### src/rtl/core/prq_pkg.sv
`timescale 1ns / 1ps

package prq_pkg;

    localparam int unsigned QueueDepth = 16;

    localparam logic [2:0] MODE_SUBMIT = 3'd0;
    localparam logic [2:0] MODE_POP    = 3'd1;
    localparam logic [2:0] MODE_PEEK   = 3'd2;
    localparam logic [2:0] MODE_CANCEL = 3'd3;
    localparam logic [2:0] MODE_FLUSH  = 3'd4;

    localparam logic [1:0] ST_OK    = 2'd0;
    localparam logic [1:0] ST_FULL  = 2'd1;
    localparam logic [1:0] ST_EMPTY = 2'd2;
    localparam logic [1:0] ST_NONE  = 2'd3;

    // Stored entry: id, payload and packed tag fields.
    typedef struct packed {
        logic [31:0] id;
        logic [31:0] buffer;
        logic [31:0] frame;
        logic [63:0] deadline;
        logic [3:0]  display;
        logic [2:0]  layer;
        logic [1:0]  prio;
        logic        skip;
        logic        imm;
        logic        cancelled;
    } t_entry;

    // Commands from the controller to the datapath.
    typedef struct packed {
        logic load;      // capture the input item
        logic scan;      // examine entry at scan index, advance index
        logic shift;     // perform one shift step
        logic finish;    // apply final write and count update
    } t_cmd;

    // Status from the datapath to the controller.
    typedef struct packed {
        logic scan_done;
        logic shift_done;
    } t_sts;

endpackage

### src/rtl/core/prq_ctrl.sv
`timescale 1ns / 1ps

module prq_ctrl (
    input  logic            i_clk,
    input  logic            i_rst_n,
    input  logic            i_in_valid,
    output logic            o_in_ready,
    output logic            o_out_valid,
    input  logic            i_out_ready,
    input  prq_pkg::t_sts   i_sts,
    output prq_pkg::t_cmd   o_cmd
);

    localparam logic [2:0] S_IDLE  = 3'd0;
    localparam logic [2:0] S_SCAN  = 3'd1;
    localparam logic [2:0] S_SHIFT = 3'd2;
    localparam logic [2:0] S_FIN   = 3'd3;
    localparam logic [2:0] S_OUT   = 3'd4;

    logic [2:0] r_state, n_state;

    assign o_in_ready  = (r_state == S_IDLE);
    assign o_out_valid = (r_state == S_OUT);

    always_comb begin
        n_state = r_state;
        o_cmd   = '0;
        unique case (r_state)
            S_IDLE: begin
                if (i_in_valid) begin
                    o_cmd.load = 1'b1;
                    n_state    = S_SCAN;
                end
            end
            S_SCAN: begin
                o_cmd.scan = 1'b1;
                if (i_sts.scan_done) n_state = S_SHIFT;
            end
            S_SHIFT: begin
                o_cmd.shift = 1'b1;
                if (i_sts.shift_done) n_state = S_FIN;
            end
            S_FIN: begin
                o_cmd.finish = 1'b1;
                n_state      = S_OUT;
            end
            S_OUT: begin
                if (i_out_ready) n_state = S_IDLE;
            end
            default: n_state = S_IDLE;
        endcase
    end

    always_ff @(posedge i_clk) begin
        if (!i_rst_n) r_state <= S_IDLE;
        else          r_state <= n_state;
    end

endmodule

### config.mk
export PLATFORM = sky130hd
export DESIGN_NAME = prq_ctrl
export DESIGN_NICKNAME = d
export VERILOG_FILES = /design/src/rtl/core/prq_pkg.sv /design/src/rtl/core/prq_ctrl.sv
export SDC_FILE = /design/constraint.sdc
export NUM_CORES = 1
export LEC_CHECK = 0
export BUFFER_PORTS_ARGS = -buffer_cell sky130_fd_sc_hd__buf_2
export CORE_AREA = 4 4 41 43
export DETAILED_ROUTE_END_ITERATION = 10
export DIE_AREA = 0 0 45 47
export HOLD_SLACK_MARGIN = 0.1
export SLEW_MARGIN = 20
export SYNTH_ARGS = -nofsm -noshare
export SYNTH_HDL_FRONTEND = slang
export SYNTH_SLANG_ARGS = --single-unit
export TNS_END_PERCENT = 100
### constraint.sdc
create_clock -name i_clk -period 3.3 [get_ports i_clk]
set_clock_uncertainty 0.2 [all_clocks]
set_input_delay 0.33 -clock i_clk [delete_from_list [all_inputs] [get_ports i_clk]]
set_output_delay 0.33 -clock i_clk [all_outputs]
set_load 0.005 [all_outputs]
Word-level counts from Yosys, hierarchy flattened
Cells that the tools add are included.

Equal/unequal tests: 8. Mux-type cells: 10. Reductions and logical operators: 2.

Operators by type and width (count): $pmux 3 s5 (1); $mux 3 (4); $eq 3x2->1 const B (2); $ne 2x2->1 const B (3); $mux 1 (5); $reduce_and 4->1 (1); $eq 3x1->1 const B (1); $eq 3x3->1 const B (1); $logic_not 3->1 (1); $ne 2x1->1 const B (1).

Bits in registers: 3. Input bits: 6. Output and inout bits: 6. Word-level logic and storage cells: 21.

Longest topological paths before layout
Word-level depth: 3. Gate-level depth with buffers: 3. Mapped depth without buffers: 2.

Least setup slack after synthesis
No wires, ideal clock.

Kind: flip-flop to output port. Start: reg r_state[1]. End: out o_cmd[3] in the netlist's numbering. Data arrival time: 0.783 ns. Data required time: 2.770 ns. Setup slack: 1.987 ns. Stages on the path, launching flop included: 4. Buffers on the path: 1. Path through: dfxtp_1 buf_6 nor3_1 and2_1.

RTL lines: from (decl) (RTL line prq_ctrl.sv:20) `logic [2:0] r_state, n_state;`; from (signal assigned) (RTL line prq_ctrl.sv:56) `else r_state <= n_state;`; to (decl) (RTL line prq_ctrl.sv:11) `output prq_pkg::t_cmd o_cmd`.

==> run_results.csv <==
group,metric,value,unit
clock_tree,cts_inserted_buffers,3,
worst_hold_path,min_path_type,"in -> reg",
critical_path,crit_family,"flip-flops",
critical_path,crit_chain,"inv_1, nor3_1, buf_2",
clock_tree,path_clk_slew,0.04,ns
clock_tree,postCtsHoldBufs,0,
synth,synth_cells,20,
sta,period_minus_slack,1.618,ns
critical_path,worstSetupStartpointType,"flip-flop",
layout,diodes,0,
clock_tree,clkLatencyLatePin,0.23,ns
synth,syn-num-nets,26,
sta,fin_crit_sh,49.04,%
floorplanning,rows,13,
sta,holdWs,0.1549,ns
grt,track_usage,5.604,%
floorplanning,core,1301,sq um
floorplanning,die_w,45,microns
synth,synth_area_per_cell,9.509,sq um
critical_path,end_kind,"output port",
clock_tree,cts_buffer_depth,2,
sta,fmax,617.9,MHz
floorplanning,dieArea,2115,sq um
layout,num-fill-cells,155,
route,drtIter0Drc,2,
pwr,leakage,0.1298,nW
synth,synth_area,190.2,sq um
route,ant_nets,0,
route,vias_per_cell,4.020,
clock_tree,postCtsSetupBuffers,0,
route,avgRoutedWirePerCell,9.102,microns
clock_tree,clock-sinks,3,
layout,top_regs,"r_state x3",
layout,drive_above_1_share,47.06,%
critical_path,cpPeakStageDelay,0.45,ns
synth,ys_ff_latch,3,
clock_tree,root_buffer,"clkbuf_4",
pwr,vdd_ir_drop_max,0.0002901,V
floorplanning,start_util,14.62,%
clock_tree,htree_levels,1,
sta,relSlewSlack,80.52,%
sta,setup_viol,0,
layout,register_area,60.06,sq um
synth,synth_top_area_share,31.58,%
grt,overflow,0,
layout,area_delta_synth_final,46.71,%
grt,grt_pass1_vias,204,
layout,nets,41,
critical_path,criticalPathCategory,"reg -> out",
grt,grt_pass1_wl,786,microns
placed_design,globalplace.congestion,0.7498,
layout,top_register,"r_state",
critical_path,crit_required,2.77,ns
placed_design,hpwl,355.2,microns
synth,synthTopCellsByArea,"dfxtp_1 32%, a211oi_2 6.6%, nand2b_1 6.6%",
floorplanning,die_h,47,microns
layout,layout_common_cells,"11 x buf_2, 3 x clkbuf_4, 3 x dfxtp_1",
route,vias,197,
layout,largest_reg_flops,3,
outcome,status,"completed",
layout,final_common_cell,"buf_2",
synth,ys_seq_area_share,31.58,%
synth,yosys_warnings,0,
synth,synth_area_leader_cell,"dfxtp_1",
pwr,power-per-cell-area,458.9,nW/um^2
sta,rsz0062_at_grt,"no",
sta,worst_pin_slew,0.2918,ns
floorplanning,io-pin-count,12,
clock_tree,cts.repair.resized,0,
pwr,power,128.1,uW
critical_path,slowest_stage,"dfxtp_1",
layout,multi_input_area,115.1,sq um
critical_path,crit_path_max_fanout,8,
placed_design,port_buffers,11,
sta,hold_violations,0,
critical_path,worstPathArrival,1.09,ns
grt,grt_antenna_before_repair,0,
clock_tree,tritoncts,"done",
synth,yosysUniqueCellTypes,16,
route,routed_wl,446,microns
route,route.detailed.drc,0,
critical_path,cp_num_buf_inv,2,
sta,slew_viol_final,0,
grt,grt_max_degree,10,
sta,timing.setup.tns,0,ns
run,maxCapViolCount,0,
route,first_pass_iters,3,
-- final timing paths --
path,slack [ns],end,start,depth (start not counted)
min reg2reg,0.39,r_state[0],r_state[0],2
max,1.68,o_cmd[2],r_state[0],3
min,0.15,r_state[2],i_rst_n,2
max reg2reg,2.16,r_state[0],r_state[1],2
-- cell families after synthesis --
group | after synthesis | synth area share [%]
mux | 1 | 5.263
buf+inv | 2 | 7.892
simple gates | 10 | 37.51
flops | 3 | 31.58
compound gates | 4 | 17.76
-- Yosys cell counts (all sizes together) --
library cell  number
a211oi             1
a21oi              1
a22o               1
and2               1
and3b              1
buf                1
dfxtp              3
inv                1
mux2i              1
nand2b             2
nand3b             1
nor2b              1
nor3               2
nor3b              2
o21a               1
-- cell type report --
class | count | share of cell area, %
tap | 15 | 6.726
timing repair buffer | 11 | 19.73
multi-input combinational | 15 | 41.26
clock buffer | 4 | 9.417
sequential | 3 | 21.52
inverter | 1 | 1.345
-- metrics by stage --
step	area [sq um]	setup WS (ns)	cells	util, %
2_1_floorplan	190.2	1.987	20	-
3_3_place_gp	252.7	1.921	45	19.42
3_5_place_dp	252.7	1.916	45	19.42
4_1_cts	279.0	1.662	49	21.44
5_1_grt	279.0	1.593	49	21.44
6_report	279.0	1.682	49	21.44
-- per-layer routing --
metal,routed length [microns],GRT usage (%)
met5,0,0
met4,20,3.509
met1,206,5.442
met3,32,4.981
met2,186,7.910
-- report_power, final --
group | internal [mW] | switching [mW]
combinational | 0.0127 | 0.00872
clock | 0.0452 | 0.0176
sequential | 0.0389 | 0.00487
(Power assumes the default switching activity.)
